<file path="src/hdl/ookrx_pkg.sv">
// ----------------------------------------------------------------------------
// ookrx_pkg
// shared widths, register indexes and frame constants of the on-off-keying
// frame receiver
// ----------------------------------------------------------------------------
`default_nettype none

package ookrx_pkg;

    // field widths
    localparam int SAMPLE_W    = 10;
    localparam int THRESH_W    = 10;
    localparam int TICKS_W     = 16;
    localparam int CHAR_W      = 8;
    localparam int CFG_DATA_W  = 16;
    localparam int CFG_INDEX_W = 1;

    // configuration register indexes
    localparam logic [CFG_INDEX_W-1:0] CFG_LIGHT_THRESHOLD = 1'd0;
    localparam logic [CFG_INDEX_W-1:0] CFG_BIT_TICKS       = 1'd1;

    // configuration reset values
    localparam logic [THRESH_W-1:0] THRESH_RESET = 10'd350;
    localparam logic [TICKS_W-1:0]  TICKS_RESET  = 16'd150;

    // frame layout
    localparam logic [7:0] END_MARK    = 8'hF0;
    localparam logic [3:0] MARK_LEN    = 4'd8;
    localparam logic [3:0] PAYLOAD_MIN = 4'd12;  // start mark plus end mark
    localparam logic [3:0] COUNT_MAX   = 4'd15;
    localparam logic [3:0] BYTE_BITS   = 4'd8;

    // one result item
    typedef struct packed {
        logic [CHAR_W-1:0] char_value;
        logic              char_valid;
        logic              message_end;
    } t_result;

endpackage

`default_nettype wire

</file>
<file path="src/hdl/optical_ook_frame_receiver.sv">
// ----------------------------------------------------------------------------
// optical_ook_frame_receiver
// recovers bytes from an on-off-keyed light signal, one sensor sample a tick
// ----------------------------------------------------------------------------
//
//  channel  | direction | handshake                 | payload
//  ---------+-----------+---------------------------+---------------------------
//  sample   | in        | i_in_valid / o_in_stall   | i_light_sample
//  result   | out       | o_out_valid / i_out_stall | o_char_value, o_char_valid,
//           |           |                           | o_message_end
//  config   | in        | i_cfg_wr_en               | i_cfg_index, i_cfg_data
//
//  one sample per clock while the result side does not stall; a sample waits
//  in the input register and its result is written to the result register
//  the per-sample work (threshold compare, tick counter, bit shifters) sits
//  between those two registers, so the rate is set by that single stage
//  a stalled result holds the result register; the input register keeps
//  taking samples until it holds one that cannot move forward
//  reset is synchronous, active low; thresholds return to 350 and 150 ticks
// ----------------------------------------------------------------------------
`default_nettype none

module optical_ook_frame_receiver (
    input  wire                              i_clk,
    input  wire                              i_rst_n,

    // configuration write port
    input  wire                              i_cfg_wr_en,
    input  wire [ookrx_pkg::CFG_INDEX_W-1:0] i_cfg_index,
    input  wire [ookrx_pkg::CFG_DATA_W-1:0]  i_cfg_data,

    // sample channel
    input  wire                              i_in_valid,
    output logic                             o_in_stall,
    input  wire [ookrx_pkg::SAMPLE_W-1:0]    i_light_sample,

    // result channel
    output logic                             o_out_valid,
    input  wire                              i_out_stall,
    output logic [ookrx_pkg::CHAR_W-1:0]     o_char_value,
    output logic                             o_char_valid,
    output logic                             o_message_end
);

    import ookrx_pkg::*;

    // configuration registers
    logic [THRESH_W-1:0] r_light_threshold;
    logic [TICKS_W-1:0]  r_bit_ticks;

    // input register
    logic                r_in_valid;
    logic [SAMPLE_W-1:0] r_sample;

    // receiver state
    logic               r_last_level;    // 1 = dark
    logic [TICKS_W-1:0] r_steady_ticks;
    logic               r_receiving;
    logic [7:0]         r_recent_bits;   // last eight frame bits
    logic [3:0]         r_frame_count;   // frame bits seen, saturating
    logic [7:0]         r_pay_window;    // payload bits not yet emitted
    logic [3:0]         r_pay_fill;      // number of those bits

    // result register
    logic    r_out_valid;
    t_result r_result;

    // next values
    logic               n_last_level;
    logic [TICKS_W-1:0] n_steady_ticks;
    logic               n_receiving;
    logic [7:0]         n_recent_bits;
    logic [3:0]         n_frame_count;
    logic [7:0]         n_pay_window;
    logic [3:0]         n_pay_fill;
    logic               n_have_result;
    t_result            n_result;

    // handshake
    logic out_free;   // result register can take a new result
    logic fire;       // input register item is processed this cycle
    logic in_take;

    assign out_free   = !r_out_valid || !i_out_stall;
    assign fire       = r_in_valid && out_free;
    assign o_in_stall = r_in_valid && !out_free;
    assign in_take    = i_in_valid && !o_in_stall;

    // ------------------------------------------------------------------
    // per-sample logic
    // ------------------------------------------------------------------
    logic       level;
    logic       take_bit;
    logic       bit_val;
    logic       bit_go;
    logic       have_byte;
    logic [7:0] shifted_window;
    logic [3:0] fill_inc;
    logic       frame_end;

    always_comb begin
        // light (below threshold) is level 0
        level = (r_sample < r_light_threshold) ? 1'b0 : 1'b1;

        n_last_level = level;
        if (level != r_last_level) begin
            n_steady_ticks = '0;
        end else if (r_steady_ticks != {TICKS_W{1'b1}}) begin
            n_steady_ticks = r_steady_ticks + 1'b1;
        end else begin
            n_steady_ticks = r_steady_ticks;
        end

        // enough steady ticks: take a bit, restart the counter
        take_bit = (n_steady_ticks >= r_bit_ticks);
        if (take_bit) begin
            n_steady_ticks = '0;
        end

        // light starts a frame; dark only counts inside one
        bit_val = !level;
        bit_go  = take_bit && (!level || r_receiving);

        n_receiving    = r_receiving || (take_bit && !level);
        n_recent_bits  = r_recent_bits;
        n_frame_count  = r_frame_count;
        n_pay_window   = r_pay_window;
        n_pay_fill     = r_pay_fill;
        have_byte      = 1'b0;
        shifted_window = {r_pay_window[6:0], r_recent_bits[7]};
        fill_inc       = r_pay_fill + 1'b1;
        frame_end      = 1'b0;
        n_have_result  = 1'b0;
        n_result       = '{char_value: '0, char_valid: 1'b0, message_end: 1'b0};

        if (bit_go) begin
            // the bit leaving the mark window becomes payload once past the start mark
            if (r_frame_count >= PAYLOAD_MIN) begin
                if (fill_inc >= BYTE_BITS) begin
                    have_byte    = 1'b1;
                    n_pay_window = '0;
                    n_pay_fill   = '0;
                end else begin
                    n_pay_window = shifted_window;
                    n_pay_fill   = fill_inc;
                end
            end
            n_recent_bits = {r_recent_bits[6:0], bit_val};
            if (r_frame_count != COUNT_MAX) begin
                n_frame_count = r_frame_count + 1'b1;
            end

            frame_end = (n_frame_count >= MARK_LEN) && (n_recent_bits == END_MARK);

            if (frame_end) begin
                n_have_result = 1'b1;
                if (have_byte) begin
                    n_result.char_value = shifted_window;
                    n_result.char_valid = 1'b1;
                end else if (n_pay_fill != '0) begin
                    // trailing partial byte, plain binary value
                    n_result.char_value = n_pay_window;
                    n_result.char_valid = 1'b1;
                end
                n_result.message_end = 1'b1;
                // frame done, back to waiting for light
                n_receiving   = 1'b0;
                n_recent_bits = '0;
                n_frame_count = '0;
                n_pay_window  = '0;
                n_pay_fill    = '0;
            end else if (have_byte) begin
                n_have_result       = 1'b1;
                n_result.char_value = shifted_window;
                n_result.char_valid = 1'b1;
            end
        end
    end

    // ------------------------------------------------------------------
    // registers
    // ------------------------------------------------------------------

    // configuration, to be written only while idle; the block itself does not enforce this
    always_ff @(posedge i_clk) begin
        if (!i_rst_n) begin
            r_light_threshold <= THRESH_RESET;
            r_bit_ticks       <= TICKS_RESET;
        end else if (i_cfg_wr_en) begin
            unique case (i_cfg_index)
                CFG_LIGHT_THRESHOLD: r_light_threshold <= i_cfg_data[THRESH_W-1:0];
                CFG_BIT_TICKS:       r_bit_ticks       <= i_cfg_data[TICKS_W-1:0];
                default: ;
            endcase
        end
    end

    // input register
    always_ff @(posedge i_clk) begin
        if (!i_rst_n) begin
            r_in_valid <= 1'b0;
        end else if (in_take) begin
            r_in_valid <= 1'b1;
        end else if (fire) begin
            r_in_valid <= 1'b0;
        end
    end

    always_ff @(posedge i_clk) begin
        if (in_take) begin
            r_sample <= i_light_sample;
        end
    end

    // receiver state
    always_ff @(posedge i_clk) begin
        if (!i_rst_n) begin
            r_last_level   <= 1'b1;
            r_steady_ticks <= '0;
            r_receiving    <= 1'b0;
            r_recent_bits  <= '0;
            r_frame_count  <= '0;
            r_pay_window   <= '0;
            r_pay_fill     <= '0;
        end else if (fire) begin
            r_last_level   <= n_last_level;
            r_steady_ticks <= n_steady_ticks;
            r_receiving    <= n_receiving;
            r_recent_bits  <= n_recent_bits;
            r_frame_count  <= n_frame_count;
            r_pay_window   <= n_pay_window;
            r_pay_fill     <= n_pay_fill;
        end
    end

    // result register
    always_ff @(posedge i_clk) begin
        if (!i_rst_n) begin
            r_out_valid <= 1'b0;
        end else if (out_free) begin
            r_out_valid <= fire && n_have_result;
        end
    end

    always_ff @(posedge i_clk) begin
        if (fire && n_have_result) begin
            r_result <= n_result;
        end
    end

    assign o_out_valid   = r_out_valid;
    assign o_char_value  = r_result.char_value;
    assign o_char_valid  = r_result.char_valid;
    assign o_message_end = r_result.message_end;

    // ------------------------------------------------------------------
    // assertions
    // ------------------------------------------------------------------

    // outside a frame no frame bits are held
    a_idle_empty: assert property (@(posedge i_clk) disable iff (!i_rst_n)
        !r_receiving |-> (r_frame_count == '0) && (r_pay_fill == '0))
        else $error("frame state left over while not receiving");

    // a full byte is always emitted, never kept
    a_fill_range: assert property (@(posedge i_clk) disable iff (!i_rst_n)
        r_pay_fill < BYTE_BITS)
        else $error("payload fill reached a full byte");

    // payload only collects once the start mark and the end-mark window have passed
    a_fill_late: assert property (@(posedge i_clk) disable iff (!i_rst_n)
        (r_frame_count < PAYLOAD_MIN) |-> (r_pay_fill == '0))
        else $error("payload collected inside the start mark");

    // a produced result is presented on the next cycle
    a_result_shown: assert property (@(posedge i_clk) disable iff (!i_rst_n)
        (fire && n_have_result) |=> r_out_valid)
        else $error("result lost on its way to the output");

    // the input side stalls only while holding a sample
    a_stall_holds: assert property (@(posedge i_clk) disable iff (!i_rst_n)
        o_in_stall |-> r_in_valid && r_out_valid)
        else $error("input stalled without a blocked sample");

endmodule

`default_nettype wire

</file>
<file path="config.mk">
export PLATFORM = sky130hd
export DESIGN_NAME = optical_ook_frame_receiver
export DESIGN_NICKNAME = d
export VERILOG_FILES = /design/src/hdl/ookrx_pkg.sv /design/src/hdl/optical_ook_frame_receiver.sv
export SDC_FILE = /design/constraint.sdc
export NUM_CORES = 1
export LEC_CHECK = 0
export BUFFER_PORTS_ARGS = -buffer_cell sky130_fd_sc_hd__buf_2
export CELL_PAD_IN_SITES_DETAIL_PLACEMENT = 1
export CELL_PAD_IN_SITES_GLOBAL_PLACEMENT = 1
export CORE_UTILIZATION = 45
export DETAILED_ROUTE_END_ITERATION = 6
export PLACE_DENSITY_LB_ADDON = 0.1
export SLEW_MARGIN = 20
export SYNTH_ARGS = -nofsm -noshare
export SYNTH_HDL_FRONTEND = slang
export SYNTH_SLANG_ARGS = --single-unit
</file>
<file path="constraint.sdc">
create_clock -name i_clk -period 10 [get_ports i_clk]
set_input_delay 0.5 -clock i_clk [delete_from_list [all_inputs] [get_ports i_clk]]
set_output_delay 0.5 -clock i_clk [all_outputs]
set_load 0.02 [all_outputs]
</file>
# ---- Word-level counts from Yosys, hierarchy flattened
# Index checks and enable logic that the tools add are counted.
dict set report word_totals {
  reg_bits 90
  out_inout_bits 12
}
dict set report op_classes {
  add_sub_neg 3
  magnitude_cmp 5
  eq_ne 4
  muxes 30
  bitwise 1
  reduce_logical 19
}
# op count
set op_table {}
lappend op_table {{2-to-1 mux 16 bit} 3}
lappend op_table {{2-to-1 mux 9 bit} 4}
lappend op_table {{2-to-1 mux 8 bit} 4}
lappend op_table {{2-to-1 mux 4 bit} 7}
lappend op_table {{adder 16 x 1 -> 16 bit, second input constant} 1}
lappend op_table {{greater-or-equal comparator 16 bit} 1}
lappend op_table {{!= test 16 bit, second input constant} 1}
lappend op_table {{greater-or-equal comparator 4 bit, second input constant} 3}
lappend op_table {{2-to-1 mux 1 bit} 12}
lappend op_table {{< comparator 10 bit} 1}
lappend op_table {{adder 4 x 1 -> 4 bit, second input constant} 2}
lappend op_table {{equality test 8 bit, second input constant} 1}
lappend op_table {{logical AND 1 bit} 7}
lappend op_table {{AND reduction 2 bit} 3}
lappend op_table {{zero test 1 bit} 4}
lappend op_table {{!= test 4 bit, second input constant} 1}
lappend op_table {{nonzero test 4 bit} 1}
lappend op_table {{logical OR 1 bit} 3}
lappend op_table {{nonzero test 2 bit} 1}
lappend op_table {{!= test 1 bit} 1}
lappend op_table {{NOT 1 bit} 1}

# ---- Depth between registers and ports, before layout
dict set report depth {
  word_depth 12
  mapped_depth 19
  mapped_depth_nobuf 16
}

# ---- Worst setup path before layout
# No wires, ideal clock.
dict set report synth_path {
  path_type {flip-flop to flip-flop}
  start {register r_light_threshold[7]}
  end {register r_result, in the netlist o_char_valid (enable)}
  t_arrival_ps 4284
  required_time_ps 9620
  setup_slack_ps 5336
  path_stages_with_launch 19
  n_path_buf 3
  period_less_slack_ps 4664
  cell_sequence {dfxtp_1 inv_1 ha_1 a211oi_2 nor2_1 or3_4 o21ai_1 and2_4 buf_6 clkbuf_1 nor2_1 ha_1 nand4_1 nor4_1 a32oi_1 a21oi_2 o21ai_2 buf_2 a21oi_1}
}
dict set report synth_between {
  elab_chain_cells 8
  word_cells_on_any_way 12
  cone_classes {order compare (2); eq/ne (2); mux (4); reduce/logical (4)}
}
# element line
set synth_lines {}
lappend synth_lines {{start: declaration} optical_ook_frame_receiver.sv:48} ;# logic [THRESH_W-1:0] r_light_threshold;
lappend synth_lines {{start signal: assignment} optical_ook_frame_receiver.sv:191} ;# CFG_LIGHT_THRESHOLD: r_light_threshold <= i_cfg_data[THRESH_W-1:0];
lappend synth_lines {{< comparator 10 bit *} optical_ook_frame_receiver.sv:103} ;# level = (r_sample < r_light_threshold) ? 1'b0 : 1'b1;
lappend synth_lines {{2-to-1 mux 1 bit} optical_ook_frame_receiver.sv:103}
lappend synth_lines {{!= test 1 bit} optical_ook_frame_receiver.sv:106} ;# if (level != r_last_level) begin
lappend synth_lines {{2-to-1 mux 16 bit} optical_ook_frame_receiver.sv:106}
lappend synth_lines {{greater-or-equal comparator 16 bit} optical_ook_frame_receiver.sv:115} ;# take_bit = (n_steady_ticks >= r_bit_ticks);
lappend synth_lines {{logical AND 1 bit} optical_ook_frame_receiver.sv:122} ;# bit_go = take_bit && (!level || r_receiving);
lappend synth_lines {{2-to-1 mux 1 bit *} optical_ook_frame_receiver.sv:136} ;# if (bit_go) begin
lappend synth_lines {{logical AND 1 bit *} optical_ook_frame_receiver.sv:246} ;# if (fire && n_have_result) begin
lappend synth_lines {{end signal: assignment} optical_ook_frame_receiver.sv:247} ;# r_result <= n_result;
lappend synth_lines {{end: declaration} optical_ook_frame_receiver.sv:66} ;# t_result r_result;
# Mark *: on every way between the ends. The rest lies on a longest branch, timed or not.
# A chain may end at the register's enable or synchronous reset.

# ---- Final worst setup path
dict set report layout_path {
  start {register r_steady_ticks[0]}
  end {register r_result, in the netlist o_char_valid (enable)}
}
dict set report layout_between {
  elab_chain_cells 7
  word_cells_on_any_way 8
  cone_classes {add/sub (1); order compare (1); eq/ne (1); mux (3); reduce/logical (2)}
}
# element line
set layout_lines {}
lappend layout_lines {{start: declaration} optical_ook_frame_receiver.sv:57} ;# logic [TICKS_W-1:0] r_steady_ticks;
lappend layout_lines {{start signal: assignment} optical_ook_frame_receiver.sv:227} ;# r_steady_ticks <= n_steady_ticks;
lappend layout_lines {{adder 16 x 1 -> 16 bit or != test 16 bit (tied branches)} {optical_ook_frame_receiver.sv:109, optical_ook_frame_receiver.sv:108}}
lappend layout_lines {{2-to-1 mux 16 bit *} optical_ook_frame_receiver.sv:108} ;# end else if (r_steady_ticks != {TICKS_W{1'b1}}) begin
lappend layout_lines {{2-to-1 mux 16 bit *} optical_ook_frame_receiver.sv:106}
lappend layout_lines {{greater-or-equal comparator 16 bit *} optical_ook_frame_receiver.sv:115}
lappend layout_lines {{logical AND 1 bit *} optical_ook_frame_receiver.sv:122}
lappend layout_lines {{2-to-1 mux 1 bit *} optical_ook_frame_receiver.sv:136}
lappend layout_lines {{logical AND 1 bit *} optical_ook_frame_receiver.sv:246}
# Marked as above.

==> flow_summary.yaml <==
worst_setup_path:
  startpoint_type: "flip-flop"
  slowest_stage: "a21oi_1"
  arrival_ns: 5.15
  crit_cells: 14
  end_kind: "flip-flop"
  worst_ep_required_time_ns: 10.00
  reg2reg_depth: 14
  critical_path.cell_chain: "ha_1 > nand4_1 > or4_1 > or2_1 > nand4b_1 > xor2_1 > nor2_1 > ha_1 > nand4_1 > nor4_1 > a32oi_1 > a21oi_2 > o21ai_2 > a21oi_1"
  worst_path_largest_cell_delay_ns: 0.75
  critical-path-top-delay-family: "simple AND/OR/NAND/NOR gates"
  cp-startpoint: "r_steady_ticks[0]"
  cp_max_fo: 15
  worstPathBufferInverterCount: 0
  reg2reg_from: "r_steady_ticks[0]"
  critical_path_class: "reg2reg"
  ff2ff_setup_slack_ns: 4.84
routing:
  ant_nets: 0
  drt_pre_antenna_iters: 4
  via_per_inst: 5.69
  vias: 4123
  drtIter0Drc: 169
  drc: 0
  wl_per_cell_um: 16.2
  wl_um: 11800
min_path:
  min-delay-start: "i_light_sample[7]"
  hp-class: "in2reg"
  min_path_cells: 1
sta:
  clock_skew_ns: 0.00482
  setup_tns_ns: 0
  grt_setup_unrepaired: "false"
  hold_viol_final: 0
  setup_viol: 0
  timing.hold.ws_ns: 0.305
  finalCritPeriodShare_pct: 51.6
  fmaxAchievable_mhz: 194
  slew_violations: 0
  worstMarginPinSlew_ns: 1.01
  slew_headroom_pct: 32.4
  layout_setup_ws_ns: 4.84
  finalCriticalPeriod_ns: 5.16
placement:
  dp_hpwl_um: 8740
  pre_cts_ws_ns: 4.87
  port_buffers: 43
  dp_cells: 710
  place_congestion: 0.876
  dpl_cell_area_mm2: 0.00497
power_and_ir_drop:
  p_leak_nw: 1.93
  switching_share_pct: 25.5
  cellPowerDensity_mw_per_mm2: 129
  clock_power_share_pct: 33.4
  power.total_mw: 0.665
  p_comb_share_pct: 9.1
  seq_power_share_pct: 57.6
  intPower_mw: 0.495
  p_sw_mw: 0.169
  max-vdd-ir-drop_uv: 85.6
synth:
  async_reset_ff_share_pct: 0
  synth_seq_cells: 90
  syn-instance-count: 563
  post_synth_num_cell_types: 65
  dominantRegCellSynth: "dfxtp_1"
  synth_fp_nets: 623
  synth-seq-area-share_pct: 42.3
  netlist_area_mm2: 0.00473
  yosysWarnings: 0
  synth_edf_count: 20
  syn_avg_cell_area_um2: 8.40
clock_network:
  htreeDepth: 3
  cts_resized: 0
  cts_inserted_buffers: 9
  clock_path_buffers: 2
  hold_buffers: 0
  cts_setup_buffers: 0
  numClockSinks: 90
  cts_tree: "done"
  clk_pin_slew_ns: 0.08
  clock_latency_ns: 0.36
  cts_root_buf: "clkbuf_8"
grt:
  antenna_found_initial: 0
  track_usage_pct: 22.9
  grt_max_degree: 44
  grt_pass1_wl_um: 19700
  overflow: 0
  grt_pass1_vias: 4090
die:
  coreArea_mm2: 0.0103
  fp.dieArea_mm2: 0.0109
  rows: 37
  start_util_pct: 46.0
  fp.dieH_um: 105
  die_w_um: 105
  boundaryPins: 44
cells_and_area:
  drive_gt1_share_pct: 11.9
  n_antenna_cell: 0
  fin_util_pct: 50.0
  layout.nets: 645
  area_delta_synth_final_pct: 8.54
  fin_area_mm2: 0.00513
  layout_commonest_cell: "nand2_1"
  layout_common_cells: "nand2_1, dfxtp_1, a21oi_1"
  fin_cells: 725
run:
  drv_cap: 0
run_status:
  outcome: "complete, no violations"
[path summary, 6_finish.rpt]
| path | endpoint |
|---|---|
| worst max-delay path | o_char_valid |
| worst min-delay path | r_sample[7] |
| worst max register to register | o_char_valid |
| worst min register to register | r_bit_ticks[8] |
[synth_stat cells (3+ instances only)]
master / instances / share of area, %
a21oi_1: 50 / 5.3
mux2i_1: 5 / 1.1
clkbuf_1: 21 / 1.7
xor2_1: 5 / 0.93
nand2b_1: 4 / 0.53
nand2_1: 108 / 8.6
nand3b_1: 3 / 0.48
o21ai_0: 8 / 0.85
o211ai_1: 11 / 1.7
a211oi_1: 3 / 0.48
o22ai_1: 6 / 0.79
buf_2: 7 / 0.74
nor3_1: 8 / 0.85
ha_1: 28 / 7.4
nor2_1: 46 / 3.6
edfxtp_1: 20 / 13
o2111ai_1: 5 / 0.93
nand3_1: 24 / 2.5
inv_1: 32 / 2.5
o21ai_1: 6 / 0.63
or4_1: 3 / 0.48
nor4_1: 5 / 0.66
xnor2_1: 5 / 0.93
and2_1: 5 / 0.66
a31oi_1: 8 / 1.1
nand4_1: 7 / 0.93
and3_1: 5 / 0.66
dfxtp_1: 70 / 30
a22o_1: 8 / 1.5
o221ai_1: 3 / 0.56
nor2b_1: 3 / 0.40
[worst register-to-register path, cell delays in order (launching register included)]
cell and delay [ns]:
dfxtp_1 0.41, ha_1 0.29, nand4_1 0.11, or4_1 0.61
or2_1 0.39, nand4b_1 0.22, xor2_1 0.17, nor2_1 0.07
ha_1 0.30, nand4_1 0.12, nor4_1 0.30, a32oi_1 0.19
a21oi_2 0.50, o21ai_2 0.36, a21oi_1 0.76
[state kept, by name, indices dropped and copies added, names as in the netlist]
register           flops
o_char_valid           1
o_char_value           8
o_message_end          1
o_out_valid            1
r_bit_ticks           16
r_frame_count          4
r_in_valid             1
r_last_level           1
r_light_threshold     10
r_pay_fill             4
r_pay_window           8
r_receiving            1
r_recent_bits          8
r_sample              10
r_steady_ticks        16
[power by group through the flow]
stage / Sequential (mW) / Combinational (mW) / Clock [mW]
after floorplan: 0.390 / 0.0441 / 0
after global placement: 0.391 / 0.0587 / 0
after detailed placement: 0.391 / 0.0610 / 0
after CTS: 0.383 / 0.0612 / 0.229
after global routing: 0.384 / 0.0684 / 0.244
final: 0.383 / 0.0602 / 0.222
[cell families after synthesis]
kind of cell               synth area share, %
DFF                                       42.3
and+or+nand+nor                           22.8
buffers and inverters                     5.69
muxes                                     1.06
adders and majority gates                 7.41
AOI/OAI and AO/OA                         18.9
xor gates and xnor gates                  1.85
[per-layer routing]
metal  vias to the layer above  global-route usage (%)  routed length [µm]
li1                       2036                       -                   -
met5                         -                       0                   0
met3                        15                    4.05                 458
met1                      1981                    29.7                5550
met2                        91                    38.2                5580
met4                         0                    8.16                 169
[cell type report]
cell class | instances | area (µm²)
Fill cell | 1302 | 5140
Multi-Input combinational cell | 408 | 2460
Sequential cell | 90 | 2000
Timing Repair Buffer | 43 | 215
Tap cell | 136 | 170
Clock buffer | 13 | 149
Inverter | 33 | 124
Clock inverter | 2 | 15.0
No activity file was read; power rests on OpenSTA's default activity.
